--- config.mk ---
export PLATFORM = sky130hd
export DESIGN_NAME = chunked_bit_field_reader_core
export DESIGN_NICKNAME = d
export VERILOG_FILES = /design/src/rtl/core/cbfr_pkg.sv /design/src/rtl/core/cbfr_front.sv /design/src/rtl/core/cbfr_cmd_fifo.sv /design/src/rtl/core/cbfr_back.sv /design/src/rtl/core/chunked_bit_field_reader_core.sv
export SDC_FILE = /design/constraint.sdc
export NUM_CORES = 1
export LEC_CHECK = 0
export BUFFER_PORTS_ARGS = -buffer_cell sky130_fd_sc_hd__buf_4
export CAP_MARGIN = 20
export CORE_MARGIN = 3
export CORE_UTILIZATION = 35
export CTS_CLUSTER_DIAMETER = 120
export DETAILED_ROUTE_END_ITERATION = 8
export MAX_ROUTING_LAYER = met4
export PLACE_DENSITY_LB_ADDON = 0.15
export REMOVE_ABC_BUFFERS = 1
export SYNTH_ARGS = -nofsm -noshare
export SYNTH_HDL_FRONTEND = slang
export SYNTH_SLANG_ARGS = --single-unit
--- constraint.sdc ---
create_clock -name clk -period 7.3 [get_ports clk]
set_input_delay 0.365 -clock clk [delete_from_list [all_inputs] [get_ports clk]]
set_output_delay 0.365 -clock clk [all_outputs]
set_load 0.005 [all_outputs]
--- src/rtl/core/cbfr_pkg.sv ---
// Shared types, constants and helpers for the chunked bit field reader.
// No dependencies; every other file of the block imports this package.
package cbfr_pkg;

    localparam int MAX_CHUNK_BYTES = 4;
    localparam int WORD_W          = MAX_CHUNK_BYTES * 8;
    localparam int SIZE_W          = 3;
    localparam int CNT_W           = 6;
    localparam int STAT_W          = 2;
    localparam int MAX_FIELD_BITS  = 32;
    localparam int S_TDATA_W       = 40;
    localparam int S_TUSER_W       = 1;
    localparam int M_TDATA_W       = WORD_W;
    localparam int M_TUSER_W       = STAT_W;
    localparam int CMD_DEPTH       = 2;
    localparam int CMD_PTR_W       = 1;

    localparam logic OP_LOAD = 1'b0;
    localparam logic OP_READ = 1'b1;

    typedef enum logic [STAT_W-1:0] {
        STAT_OK,
        STAT_NO_DATA,
        STAT_QUEUE_FULL,
        STAT_BAD_COUNT
    } status_t;

    typedef enum logic [1:0] {
        KIND_LOAD,
        KIND_READ,
        KIND_EMPTY,
        KIND_BAD
    } kind_t;

    typedef enum logic [2:0] {
        BK_IDLE,
        BK_RUN,
        BK_LOAD,
        BK_DRAIN,
        BK_FIX
    } back_state_t;

    typedef struct packed {
        kind_t              kind;
        logic [WORD_W-1:0]  word;
        logic [SIZE_W-1:0]  bytes;
        logic [CNT_W-1:0]   count;
        logic               low_end;
        logic               first_low;
    } cmd_t;

    function automatic logic [WORD_W-1:0] byte_mask(input logic [SIZE_W-1:0] nbytes);
        logic [WORD_W-1:0] m;
        logic [SIZE_W+2:0] nbits;
        nbits = {nbytes, 3'b000};
        for (int i = 0; i < WORD_W; i++)
        begin
            m[i] = (i < int'(nbits));
        end
        return m;
    endfunction

    function automatic logic [WORD_W-1:0] bit_reverse(input logic [WORD_W-1:0] w);
        logic [WORD_W-1:0] r;
        for (int i = 0; i < WORD_W; i++)
        begin
            r[i] = w[WORD_W-1-i];
        end
        return r;
    endfunction

endpackage

--- src/rtl/core/cbfr_front.sv ---
// Front end: chunk size register, input word decode and classification.
// Depends on cbfr_pkg.
module cbfr_front
    import cbfr_pkg::*;
(
    input  logic                 clk,
    input  logic                 rst_n,
    input  logic                 cfg_we,
    input  logic [SIZE_W-1:0]    cfg_wdata,
    input  logic [S_TDATA_W-1:0] s_tdata,
    input  logic [S_TUSER_W-1:0] s_tuser,
    output cmd_t                 cmd
);

    logic [SIZE_W-1:0] chunk_bytes_reg;
    logic [SIZE_W-1:0] chunk_bytes_next;
    logic [WORD_W-1:0] in_data;
    logic [CNT_W-1:0]  in_count;

    always_comb
    begin
        priority if (cfg_wdata == '0)
            chunk_bytes_next = SIZE_W'(1);
        else if (cfg_wdata > SIZE_W'(MAX_CHUNK_BYTES))
            chunk_bytes_next = SIZE_W'(MAX_CHUNK_BYTES);
        else
            chunk_bytes_next = cfg_wdata;
    end

    always_ff @(posedge clk or negedge rst_n)
    begin
        if (!rst_n)
            chunk_bytes_reg <= SIZE_W'(1);
        else if (cfg_we)
            chunk_bytes_reg <= chunk_bytes_next;
    end

    assign in_data  = s_tdata[WORD_W-1:0];
    assign in_count = s_tdata[WORD_W+CNT_W-1:WORD_W];

    always_comb
    begin
        cmd.word      = in_data & byte_mask(chunk_bytes_reg);
        cmd.bytes     = chunk_bytes_reg;
        cmd.count     = in_count;
        cmd.low_end   = s_tdata[WORD_W+CNT_W];
        cmd.first_low = s_tdata[WORD_W+CNT_W+1];
        priority if (s_tuser[0] == OP_LOAD)
            cmd.kind = KIND_LOAD;
        else if (in_count > CNT_W'(MAX_FIELD_BITS))
            cmd.kind = KIND_BAD;
        else if (in_count == '0)
            cmd.kind = KIND_EMPTY;
        else
            cmd.kind = KIND_READ;
    end

endmodule

--- src/rtl/core/cbfr_cmd_fifo.sv ---
// Short command queue between the front end and the back end.
// Depends on cbfr_pkg for the command type and depth.
module cbfr_cmd_fifo
    import cbfr_pkg::*;
(
    input  logic clk,
    input  logic rst_n,
    input  logic push,
    input  cmd_t push_cmd,
    output logic full,
    input  logic pop,
    output logic avail,
    output cmd_t head_cmd
);

    cmd_t                 entries [CMD_DEPTH];
    logic [CMD_PTR_W-1:0] wr_ptr_reg;
    logic [CMD_PTR_W-1:0] rd_ptr_reg;
    logic [CMD_PTR_W:0]   count_reg;
    logic                 do_push;
    logic                 do_pop;

    assign full     = (count_reg == (CMD_PTR_W+1)'(CMD_DEPTH));
    assign avail    = (count_reg != '0);
    assign do_push  = push && !full;
    assign do_pop   = pop && avail;
    assign head_cmd = entries[rd_ptr_reg];

    always_ff @(posedge clk)
    begin
        if (do_push)
            entries[wr_ptr_reg] <= push_cmd;
    end

    always_ff @(posedge clk or negedge rst_n)
    begin
        if (!rst_n)
        begin
            wr_ptr_reg <= '0;
            rd_ptr_reg <= '0;
            count_reg  <= '0;
        end
        else
        begin
            if (do_push)
                wr_ptr_reg <= wr_ptr_reg + CMD_PTR_W'(1);
            if (do_pop)
                rd_ptr_reg <= rd_ptr_reg + CMD_PTR_W'(1);
            if (do_push && !do_pop)
                count_reg <= count_reg + (CMD_PTR_W+1)'(1);
            else if (do_pop && !do_push)
                count_reg <= count_reg - (CMD_PTR_W+1)'(1);
        end
    end

endmodule

--- src/rtl/core/cbfr_back.sv ---
// Back end: chunk queue memory, current chunk, segment extractor and result register.
// Depends on cbfr_pkg.
module cbfr_back
    import cbfr_pkg::*;
#(
    parameter int QUEUE_DEPTH = 8
)
(
    input  logic                 clk,
    input  logic                 rst_n,
    input  logic                 cmd_valid,
    input  cmd_t                 cmd,
    output logic                 cmd_pop,
    output logic                 m_tvalid,
    input  logic                 m_tready,
    output logic [M_TDATA_W-1:0] m_tdata,
    output logic [M_TUSER_W-1:0] m_tuser
);

    localparam int PTR_W   = $clog2(QUEUE_DEPTH);
    localparam int FILL_W  = $clog2(QUEUE_DEPTH + 1);
    localparam int QBITS_W = $clog2(QUEUE_DEPTH * WORD_W + 1);
    localparam int HELD_W  = QBITS_W + 1;
    localparam int ENTRY_W = WORD_W + SIZE_W;

    function automatic logic [PTR_W-1:0] ptr_inc(input logic [PTR_W-1:0] p);
        if (p == PTR_W'(QUEUE_DEPTH - 1))
            return '0;
        return p + PTR_W'(1);
    endfunction

    logic [ENTRY_W-1:0] chunk_mem [QUEUE_DEPTH];
    logic [ENTRY_W-1:0] rd_q;
    logic               mem_we;
    logic               rd_en;

    back_state_t        state_reg,     state_next;
    logic [FILL_W-1:0]  fill_reg,      fill_next;
    logic [PTR_W-1:0]   head_reg,      head_next;
    logic [PTR_W-1:0]   tail_reg,      tail_next;
    logic [QBITS_W-1:0] qbits_reg,     qbits_next;
    logic [WORD_W-1:0]  cur_word_reg,  cur_word_next;
    logic [SIZE_W-1:0]  cur_bytes_reg, cur_bytes_next;
    logic [CNT_W-1:0]   bits_left_reg, bits_left_next;
    logic               seg_valid_reg, seg_valid_next;
    logic               out_valid_reg, out_valid_next;

    logic [WORD_W-1:0]  seg_reg,       seg_next;
    logic [CNT_W-1:0]   seg_n_reg,     seg_n_next;
    logic [WORD_W-1:0]  acc_reg,       acc_next;
    logic [CNT_W-1:0]   remain_reg,    remain_next;
    logic [CNT_W-1:0]   total_reg,     total_next;
    logic               low_end_reg,   low_end_next;
    logic               first_low_reg, first_low_next;
    logic [WORD_W-1:0]  out_value_reg, out_value_next;
    status_t            out_status_reg, out_status_next;

    logic [HELD_W-1:0]  held;
    logic [CNT_W-1:0]   take_n;
    logic [CNT_W-1:0]   cur_width;
    logic [WORD_W-1:0]  seg_top;
    logic [WORD_W-1:0]  seg_low;
    logic [WORD_W-1:0]  rd_word;
    logic [SIZE_W-1:0]  rd_bytes;

    assign held      = HELD_W'(qbits_reg) + HELD_W'(bits_left_reg);
    assign take_n    = (remain_reg < bits_left_reg) ? remain_reg : bits_left_reg;
    assign cur_width = {cur_bytes_reg, 3'b000};
    assign seg_top   = cur_word_reg >> (cur_width - take_n);
    assign seg_low   = bit_reverse(cur_word_reg) >> (CNT_W'(WORD_W) - take_n);
    assign rd_word   = rd_q[WORD_W-1:0];
    assign rd_bytes  = rd_q[ENTRY_W-1:WORD_W];

    always_ff @(posedge clk)
    begin
        if (mem_we)
            chunk_mem[tail_reg] <= {cmd.bytes, cmd.word};
        if (rd_en)
            rd_q <= chunk_mem[head_reg];
    end

    always_comb
    begin
        state_next      = state_reg;
        fill_next       = fill_reg;
        head_next       = head_reg;
        tail_next       = tail_reg;
        qbits_next      = qbits_reg;
        cur_word_next   = cur_word_reg;
        cur_bytes_next  = cur_bytes_reg;
        bits_left_next  = bits_left_reg;
        seg_valid_next  = 1'b0;
        out_valid_next  = out_valid_reg && !m_tready;
        seg_next        = seg_reg;
        seg_n_next      = seg_n_reg;
        acc_next        = acc_reg;
        remain_next     = remain_reg;
        total_next      = total_reg;
        low_end_next    = low_end_reg;
        first_low_next  = first_low_reg;
        out_value_next  = out_value_reg;
        out_status_next = out_status_reg;
        cmd_pop         = 1'b0;
        mem_we          = 1'b0;
        rd_en           = 1'b0;

        if (seg_valid_reg)
            acc_next = (acc_reg << seg_n_reg) | seg_reg;

        unique case (state_reg)
            BK_IDLE:
            begin
                if (cmd_valid && !out_valid_reg)
                begin
                    cmd_pop         = 1'b1;
                    out_value_next  = '0;
                    out_status_next = STAT_OK;
                    low_end_next    = cmd.low_end;
                    first_low_next  = cmd.first_low;
                    remain_next     = cmd.count;
                    total_next      = cmd.count;
                    acc_next        = '0;
                    unique case (cmd.kind)
                        KIND_LOAD:
                        begin
                            out_valid_next = 1'b1;
                            if (fill_reg == FILL_W'(QUEUE_DEPTH))
                                out_status_next = STAT_QUEUE_FULL;
                            else
                            begin
                                mem_we     = 1'b1;
                                tail_next  = ptr_inc(tail_reg);
                                fill_next  = fill_reg + FILL_W'(1);
                                qbits_next = qbits_reg + QBITS_W'({cmd.bytes, 3'b000});
                            end
                        end
                        KIND_BAD:
                        begin
                            out_valid_next  = 1'b1;
                            out_status_next = STAT_BAD_COUNT;
                        end
                        KIND_EMPTY:
                        begin
                            out_valid_next = 1'b1;
                        end
                        KIND_READ:
                        begin
                            if (held < HELD_W'(cmd.count))
                            begin
                                out_valid_next  = 1'b1;
                                out_status_next = STAT_NO_DATA;
                                bits_left_next  = '0;
                                cur_word_next   = '0;
                                head_next       = tail_reg;
                                fill_next       = '0;
                                qbits_next      = '0;
                            end
                            else
                                state_next = BK_RUN;
                        end
                    endcase
                end
            end
            BK_RUN:
            begin
                if (bits_left_reg == '0)
                begin
                    rd_en      = 1'b1;
                    head_next  = ptr_inc(head_reg);
                    fill_next  = fill_reg - FILL_W'(1);
                    state_next = BK_LOAD;
                end
                else
                begin
                    seg_valid_next = 1'b1;
                    seg_n_next     = take_n;
                    seg_next       = low_end_reg ? seg_low : seg_top;
                    cur_word_next  = low_end_reg ? (cur_word_reg >> take_n)
                                     : ((cur_word_reg << take_n) & byte_mask(cur_bytes_reg));
                    bits_left_next = bits_left_reg - take_n;
                    remain_next    = remain_reg - take_n;
                    if (remain_reg == take_n)
                        state_next = BK_DRAIN;
                end
            end
            BK_LOAD:
            begin
                cur_word_next  = rd_word;
                cur_bytes_next = rd_bytes;
                bits_left_next = {rd_bytes, 3'b000};
                qbits_next     = qbits_reg - QBITS_W'({rd_bytes, 3'b000});
                state_next     = BK_RUN;
            end
            BK_DRAIN:
            begin
                state_next = BK_FIX;
            end
            BK_FIX:
            begin
                out_valid_next  = 1'b1;
                out_status_next = STAT_OK;
                out_value_next  = first_low_reg
                                  ? (bit_reverse(acc_reg) >> (CNT_W'(WORD_W) - total_reg))
                                  : acc_reg;
                state_next      = BK_IDLE;
            end
            default:
            begin
                state_next = BK_IDLE;
            end
        endcase
    end

    always_ff @(posedge clk or negedge rst_n)
    begin
        if (!rst_n)
        begin
            state_reg     <= BK_IDLE;
            fill_reg      <= '0;
            head_reg      <= '0;
            tail_reg      <= '0;
            qbits_reg     <= '0;
            cur_word_reg  <= '0;
            cur_bytes_reg <= SIZE_W'(1);
            bits_left_reg <= '0;
            seg_valid_reg <= 1'b0;
            out_valid_reg <= 1'b0;
        end
        else
        begin
            state_reg     <= state_next;
            fill_reg      <= fill_next;
            head_reg      <= head_next;
            tail_reg      <= tail_next;
            qbits_reg     <= qbits_next;
            cur_word_reg  <= cur_word_next;
            cur_bytes_reg <= cur_bytes_next;
            bits_left_reg <= bits_left_next;
            seg_valid_reg <= seg_valid_next;
            out_valid_reg <= out_valid_next;
        end
    end

    always_ff @(posedge clk)
    begin
        seg_reg        <= seg_next;
        seg_n_reg      <= seg_n_next;
        acc_reg        <= acc_next;
        remain_reg     <= remain_next;
        total_reg      <= total_next;
        low_end_reg    <= low_end_next;
        first_low_reg  <= first_low_next;
        out_value_reg  <= out_value_next;
        out_status_reg <= out_status_next;
    end

    assign m_tvalid = out_valid_reg;
    assign m_tdata  = out_value_reg;
    assign m_tuser  = out_status_reg;

endmodule

--- src/rtl/core/chunked_bit_field_reader_core.sv ---
// Top level of the chunked bit field reader: front end, command queue, back end.
// Depends on cbfr_pkg, cbfr_front, cbfr_cmd_fifo and cbfr_back.
//
// Each input word either loads a chunk of 1 to 4 bytes into a QUEUE_DEPTH-entry chunk
// memory or reads a field of up to 32 bits; every word gives exactly one result word.
// A two-entry command queue keeps taking input words until full, while the back end
// works or a result waits on m_tready. In the back end a load, a bad count or a zero
// count is answered from the idle state. A read steps through BK_RUN, BK_LOAD for each
// chunk fetched, BK_DRAIN and BK_FIX: the segment shifter handles one chunk per cycle
// while no fetch is pending, and each fetch waits on the registered read port of the
// chunk memory. The chunk memory needs no clearing after reset; a fill count guards it.
module chunked_bit_field_reader_core
    import cbfr_pkg::*;
#(
    parameter int QUEUE_DEPTH = 8
)
(
    input  logic                 clk,
    input  logic                 rst_n,
    input  logic                 cfg_we,
    input  logic [SIZE_W-1:0]    cfg_wdata,     // chunk_bytes
    input  logic                 s_tvalid,
    output logic                 s_tready,
    input  logic [S_TDATA_W-1:0] s_tdata,       // chunk_data, bit_count, take_low_end, first_bit_lowest
    input  logic [S_TUSER_W-1:0] s_tuser,       // opcode
    output logic                 m_tvalid,
    input  logic                 m_tready,
    output logic [M_TDATA_W-1:0] m_tdata,       // field_value
    output logic [M_TUSER_W-1:0] m_tuser        // status
);

    cmd_t front_cmd;
    cmd_t head_cmd;
    logic fifo_full;
    logic cmd_valid;
    logic cmd_pop;

    cbfr_front u_front (
        .clk       (clk),
        .rst_n     (rst_n),
        .cfg_we    (cfg_we),
        .cfg_wdata (cfg_wdata),
        .s_tdata   (s_tdata),
        .s_tuser   (s_tuser),
        .cmd       (front_cmd)
    );

    cbfr_cmd_fifo u_cmd_fifo (
        .clk      (clk),
        .rst_n    (rst_n),
        .push     (s_tvalid),
        .push_cmd (front_cmd),
        .full     (fifo_full),
        .pop      (cmd_pop),
        .avail    (cmd_valid),
        .head_cmd (head_cmd)
    );

    cbfr_back #(
        .QUEUE_DEPTH (QUEUE_DEPTH)
    ) u_back (
        .clk       (clk),
        .rst_n     (rst_n),
        .cmd_valid (cmd_valid),
        .cmd       (head_cmd),
        .cmd_pop   (cmd_pop),
        .m_tvalid  (m_tvalid),
        .m_tready  (m_tready),
        .m_tdata   (m_tdata),
        .m_tuser   (m_tuser)
    );

    assign s_tready = !fifo_full;

    a_pop_needs_free_output: assert property (@(posedge clk) disable iff (!rst_n)
        cmd_pop |-> !m_tvalid)
        else $error("command taken while a result is still pending");

    a_short_cmd_result: assert property (@(posedge clk) disable iff (!rst_n)
        cmd_pop && (head_cmd.kind != KIND_READ) |=> m_tvalid)
        else $error("load or rejected read gave no result in the next cycle");

    a_full_means_pending: assert property (@(posedge clk) disable iff (!rst_n)
        !s_tready |-> cmd_valid)
        else $error("input stalled with an empty command queue");

endmodule
### After elaboration in Yosys (flattened, before gate mapping)

Memories as Yosys holds them, arrays and structs flattened. A register that Yosys moved wholly into a read port is not among the register bits.
Cells that the tools add are included.
Widths: inputs -> output; s select.

* register bits after elaboration: 190
* bits in latches: 0
* memory bits (writable): 370
* ROM bits: 0
* bits of input ports: 49
* output and inout bits: 36
* word-level logic and storage cells: 261
* memories kept: 2

Memory list
* u_back.chunk_mem: words 8, bits a word 35, read ports 1, clocked after Yosys merged registers in 1, write ports 1, line cbfr_back.sv:32 `logic [ENTRY_W-1:0] chunk_mem [QUEUE_DEPTH];`
* u_cmd_fifo.entries: words 2, bits a word 45, read ports 1, clocked after Yosys merged registers in 0, write ports 1, line cbfr_cmd_fifo.sv:16 `cmd_t entries [CMD_DEPTH];`

* add/sub/neg operators: 16
* $mul: 0
* div/mod/pow operators: 0
* $lt $le $gt $ge: 68
* equality and inequality tests: 22
* shift operators: 6
* muxes and demuxes: 86
* bitwise gates (word level): 5
* reduce and logical (&&, ||, !) cells: 33

Operators with widths (count)
* $mux 32: 11
* $lt 5x6->1 const A: 32
* $shr 32x6->32: 4
* $lt 4x6->1 const A: 16
* $pmux 32 s3: 1
* $and 32x32->32: 2
* $pmux 32 s2: 1
* $shl 32x6->32: 2
* $lt 3x6->1 const A: 8
* $mux 3: 15
* $mux 6: 7
* $pmux 9 s2: 2
* $or 32x32->32: 1
* $mux 9: 3
* $mux 1: 25
* $lt 1x6->1 const A: 4
* $lt 2x6->1 const A: 4
* $pmux 6 s3: 1
* $sub 6x6->6: 3
* $mux 4: 4
* $pmux 4 s2: 2
* $reduce_and 5->1: 3
* $mux 2: 7
* $logic_not 6->1: 2
* 44 further kinds: 76

### Logic depth before layout (Yosys ltp)

* depth in word-level cells: 8
* mapped depth: 24
* mapped depth without buffers: 17

### Hierarchy

A second synthesis with hierarchy kept.

* cell total of the unflattened synthesis: 2987
* area total of the unflattened synthesis: 35001.1 µm²

Modules (own cells, without submodules)
* cbfr_back: times used 1, cells an instance 2768, area each 30915.9 µm², seq. area each 14234.9 µm²
* cbfr_cmd_fifo: times used 1, cells an instance 159, area each 3647.2 µm², seq. area each 2802.7 µm²
* cbfr_front: times used 1, cells an instance 59, area each 434.2 µm², seq. area each 76.3 µm²
* chunked_bit_field_reader_core: times used 1, cells an instance 1, area each 3.8 µm², seq. area each 0.0 µm²

### Least setup slack after synthesis

No wires, ideal clock.

* path type: flip-flop to flip-flop
* start: register u_back.bits_left_reg[2]
* end: register u_back.seg_reg[11] (data pin)
* library setup time: 264 ps
* data arrival time: 5537 ps
* data required time: 7036 ps
* path slack: 1499 ps
* cell stages (with the launch flop): 22
* path buffers: 9
* clock period less this slack: 5801 ps
* path through: dfrtp_1 > clkbuf_1 > inv_1 > ha_1 > a21oi_1 > o21ai_2 > a21oi_2 > mux2_2 > inv_2 > buf_1 > buf_2 > buf_2 > ha_1 > clkbuf_1 > inv_1 > clkbuf_1 > buf_1 > buf_1 > clkbuf_1 > mux2_2 > o21ai_0 > nand3_1

* longest elaborated chain between the ends: 5
* elaborated cells between the ends (all ways): 7
* those cells by class: 2 x add/sub; 1 x order compare; 2 x shift; 2 x mux

Ends and longest elaborated chain
* start, declared: line cbfr_back.sv:44 `logic [CNT_W-1:0] bits_left_reg, bits_left_next;`
* start signal, assigned: line cbfr_back.sv:238 `bits_left_reg <= bits_left_next;`
* $lt 6x6->1: line cbfr_back.sv:67 `assign take_n = (remain_reg < bits_left_reg) ? remain_reg : bits_left_reg;`
* $mux 6 (*): line cbfr_back.sv:67
* $sub 6x6->6, on equally long branches: line cbfr_back.sv:69, cbfr_back.sv:70
* $shr 32x6->32, on equally long branches: line cbfr_back.sv:69, cbfr_back.sv:70
* $mux 32 (*): line cbfr_back.sv:177 `seg_next = low_end_reg ? seg_low : seg_top;`
* end signal, assigned: line cbfr_back.sv:246 `seg_reg <= seg_next;`
* end, declared: line cbfr_back.sv:48 `logic [WORD_W-1:0] seg_reg, seg_next;`

Every way passes the cells marked *; elsewhere a longest branch is shown, timed or not.
A chain may end at the register's enable or synchronous reset.

### Worst setup path after layout

* start: register u_back.bits_left_reg[2]
* end: register u_back.seg_reg[14] (data pin)

Same word-level chain as after synthesis.

==> metrics <==
CTS-repair resized insts=0; first-pass GRT wire length=167,800 um; Syn. warnings=0; area grow syn2layout=13.45%; total gr overflow=0; via count=about 25,000; final-layout fill cell count=~9,100; GRT Total Usage=0.2307; Crit path depth=17; Worst Path Required=7.67 ns; slew at the pin closest to its max-slew limit=1.095 ns; clk sinks=592; Yosys reg bits=592; Routed WL per cell=between 20 and 30 um; clk buf depth=3; final hold violation count=0; final setup fails=0; 1st-iter DRT viols=2,193; period utilisation layout=0.8065; Worst R2R Start=u_back.bits_left_reg[2]; routed wire length=113,100 um; Critical-path top delay cell=xnor2_2; reg2reg setup slack=1.41 ns; CTS tree=yes; root buffer cell=clkbuf_16; Register-to-Register Path Depth=17; largest net degree at the start of global routing=66; CP top delay family=buffers and inverters; status=completed; Final ANT Viol Nets=0; Post-synth ARST share=0.1166; Fin Clk Skew=0.02640 ns; synthesized cell area=0.03375 mm2; DP HPWL=77,560 um; worst path cell trace=inv_1 -> ha_1 -> a21oi_1 -> o21ai_2 -> a21oi_2 -> o21ai_4 -> inv_2 -> buf_4 -> ha_1 -> inv_1 -> xnor2_2 -> buf_4 -> mux2i_1 -> nand2_1 -> a31oi_1 -> o32ai_1 -> or4_1; core area=0.09529 mm2; CP Capture Type=flop; row cnt=113; post-synthesis sequential area ratio=0.5070; clk_lat worst skew=around 0.64 ns; RSZ-0062 raised after global routing=no; Die Wd=316.5 um; initial antenna violation count=0; met1 usage=0.3134; total die area=roughly 0.10 mm2; Fmax=0.1698 GHz; Crit Path Max Fanout=33; # H-tree levels=3; max_cap viols=0; TNS Setup=0 ns; IO Pins=between 80 and 90; layout cells sized above 1=0.1906; most frequent cells in the layout=edfxtp_1, mux2i_1, nand2_1; FF-to-FF End=u_back.seg_reg[14]; critical path type=flop to flop; number of flip-flops in the largest register=280; Post-synth EDFFs=491; final slew viol count=0; worst hold-check path type=primary input to async pin; M2 GR Usage=0.3600; Slew HR=0.2700; Synth Instances=roughly 2,900; WP buf/inv=5; commonest non-fill, non-tap cell in the layout=edfxtp_1; CP arrival=6.26 ns; Port Buf Inserts=between 80 and 90; chip height=between 300 and 400 um; max incr delay on CP=between 0.6 and 0.7 ns; count of different cell masters after synthesis=84; Most used DFF post-synth=edfxtp_1; biggest regs=u_back.chunk_mem (280), u_cmd_fifo.entries (90), u_back.rd_q (35); DRT Pass-1 Iters=8; Worst setup SP type=flop; largest reg by FF count=u_back.chunk_mem; GR peak layer=met2; DRC=0; global placer's final weighted congestion=about 0.97; initial core utilization=0.3542; vias in the first global route=24,880; met3 usage=0.02902; Worst-path clk slew=0.06 ns; Final min period=5.888 ns; Final Net Count=2,999; via/cell ratio=between 5 and 6; CTS Buf Count=69; mean post-synth cell area=11.78 um2
Yosys cell counts (all sizes together), types with 47 or more instances:
| master | count | area [um2] |
|---|---|---|
| edfxtp | 491 | 14740 |
| mux2i | 280 | 2806 |
| nand2 | 244 | 915.9 |
| nor2 | 231 | 867.1 |
| a21oi | 214 | 1075 |
| clkbuf | 149 | 560.5 |
| o21ai | 142 | 725.7 |
| mux2 | 131 | 1475 |
| mux4 | 128 | 2883 |
| buf | 71 | 355.3 |
| dfrtp | 67 | 1677 |
| nand3 | 56 | 280.3 |
| o22ai | 49 | 306.5 |
| nor3 | 48 | 240.2 |
| inv | 47 | 176.4 |
worst register-to-register path, stage by stage (launching register included):
cell,delay [ns]
dfrtp_1,0.62
inv_1,0.19
ha_1,0.22
a21oi_1,0.17
o21ai_2,0.13
a21oi_2,0.49
o21ai_4,0.09
inv_2,0.06
buf_4,0.41
ha_1,0.56
inv_1,0.24
xnor2_2,0.70
buf_4,0.42
mux2i_1,0.45
nand2_1,0.10
a31oi_1,0.20
o32ai_1,0.09
or4_1,0.52
through the flow:
step                      worst slack (ns)  area, um2  instances    util  hold slack (ns)
after floorplan                    -0.1733      32840       2646       -          0.06941
after global placement               1.510      35820       4077  0.3759           0.1680
after detailed placement             1.435      35820       4077  0.3759           0.1676
after CTS                            1.457      38240       4222  0.4013          0.01411
after global routing                0.9798      38290       4224  0.4018          0.04866
final                                1.412      38290       4225  0.4019          0.06368
repair_timing:
action                                 4_1_cts  5_1_grt
endpoints found under the hold margin       37        0
hold buffers                                20        0
setup buffers                                0        0
metal layers:
layer	part of all wire	wire length, um
met1	0.44	50100
met3	0.054	6073
met5	0	0
met2	0.47	53270
met4	0.032	3632
worst max path at each step:
stage / to / slack, ns / start
final: u_back.seg_reg[14] / 1.41 / u_back.bits_left_reg[2]
after detailed placement: u_back.seg_reg[14] / 1.44 / u_back.bits_left_reg[2]
after global routing: u_back.seg_reg[14] / 0.98 / u_back.bits_left_reg[2]
after global placement: u_back.seg_reg[14] / 1.51 / u_back.bits_left_reg[2]
after CTS: u_back.seg_reg[14] / 1.46 / u_back.bits_left_reg[2]
after floorplan: u_back.seg_reg[10] / -0.17 / u_back.bits_left_reg[2]
area by class of cell:
type / count / area (um2) / area share
clock inverter: 36 / 351.6 / 0.009181
multi-input combinational: 2004 / 15680 / 0.4096
inverter: 50 / 187.7 / 0.004901
tap: 1265 / 1583 / 0.04133
timing repair buffer: 188 / 1501 / 0.03921
antenna: 1 / 2.502 / 0.00006535
sequential: 592 / 17120 / 0.4471
clock buffer: 89 / 1864 / 0.04868
cells by family (layout without fill, tap and decap cells):
family | count (synthesis) | after routing | share of synthesized area
XOR/XNOR | 32 | 32 | 0.008859
AND/OR/NAND/NOR | 714 | 714 | 0.09378
AO/OA/AOI/OAI | 673 | 673 | 0.1277
adder cells (fa/ha/maj) | 45 | 45 | 0.01757
buffers and inverters | 270 | 363 | 0.03269
other | 1 | 2 | 0.0001111
multiplexers | 539 | 539 | 0.2123
flip-flops | 592 | 592 | 0.5070
Power is left out: the tool's default activity adds up to more than one toggle a clock period on the data nets, which glitch-free logic cannot reach.
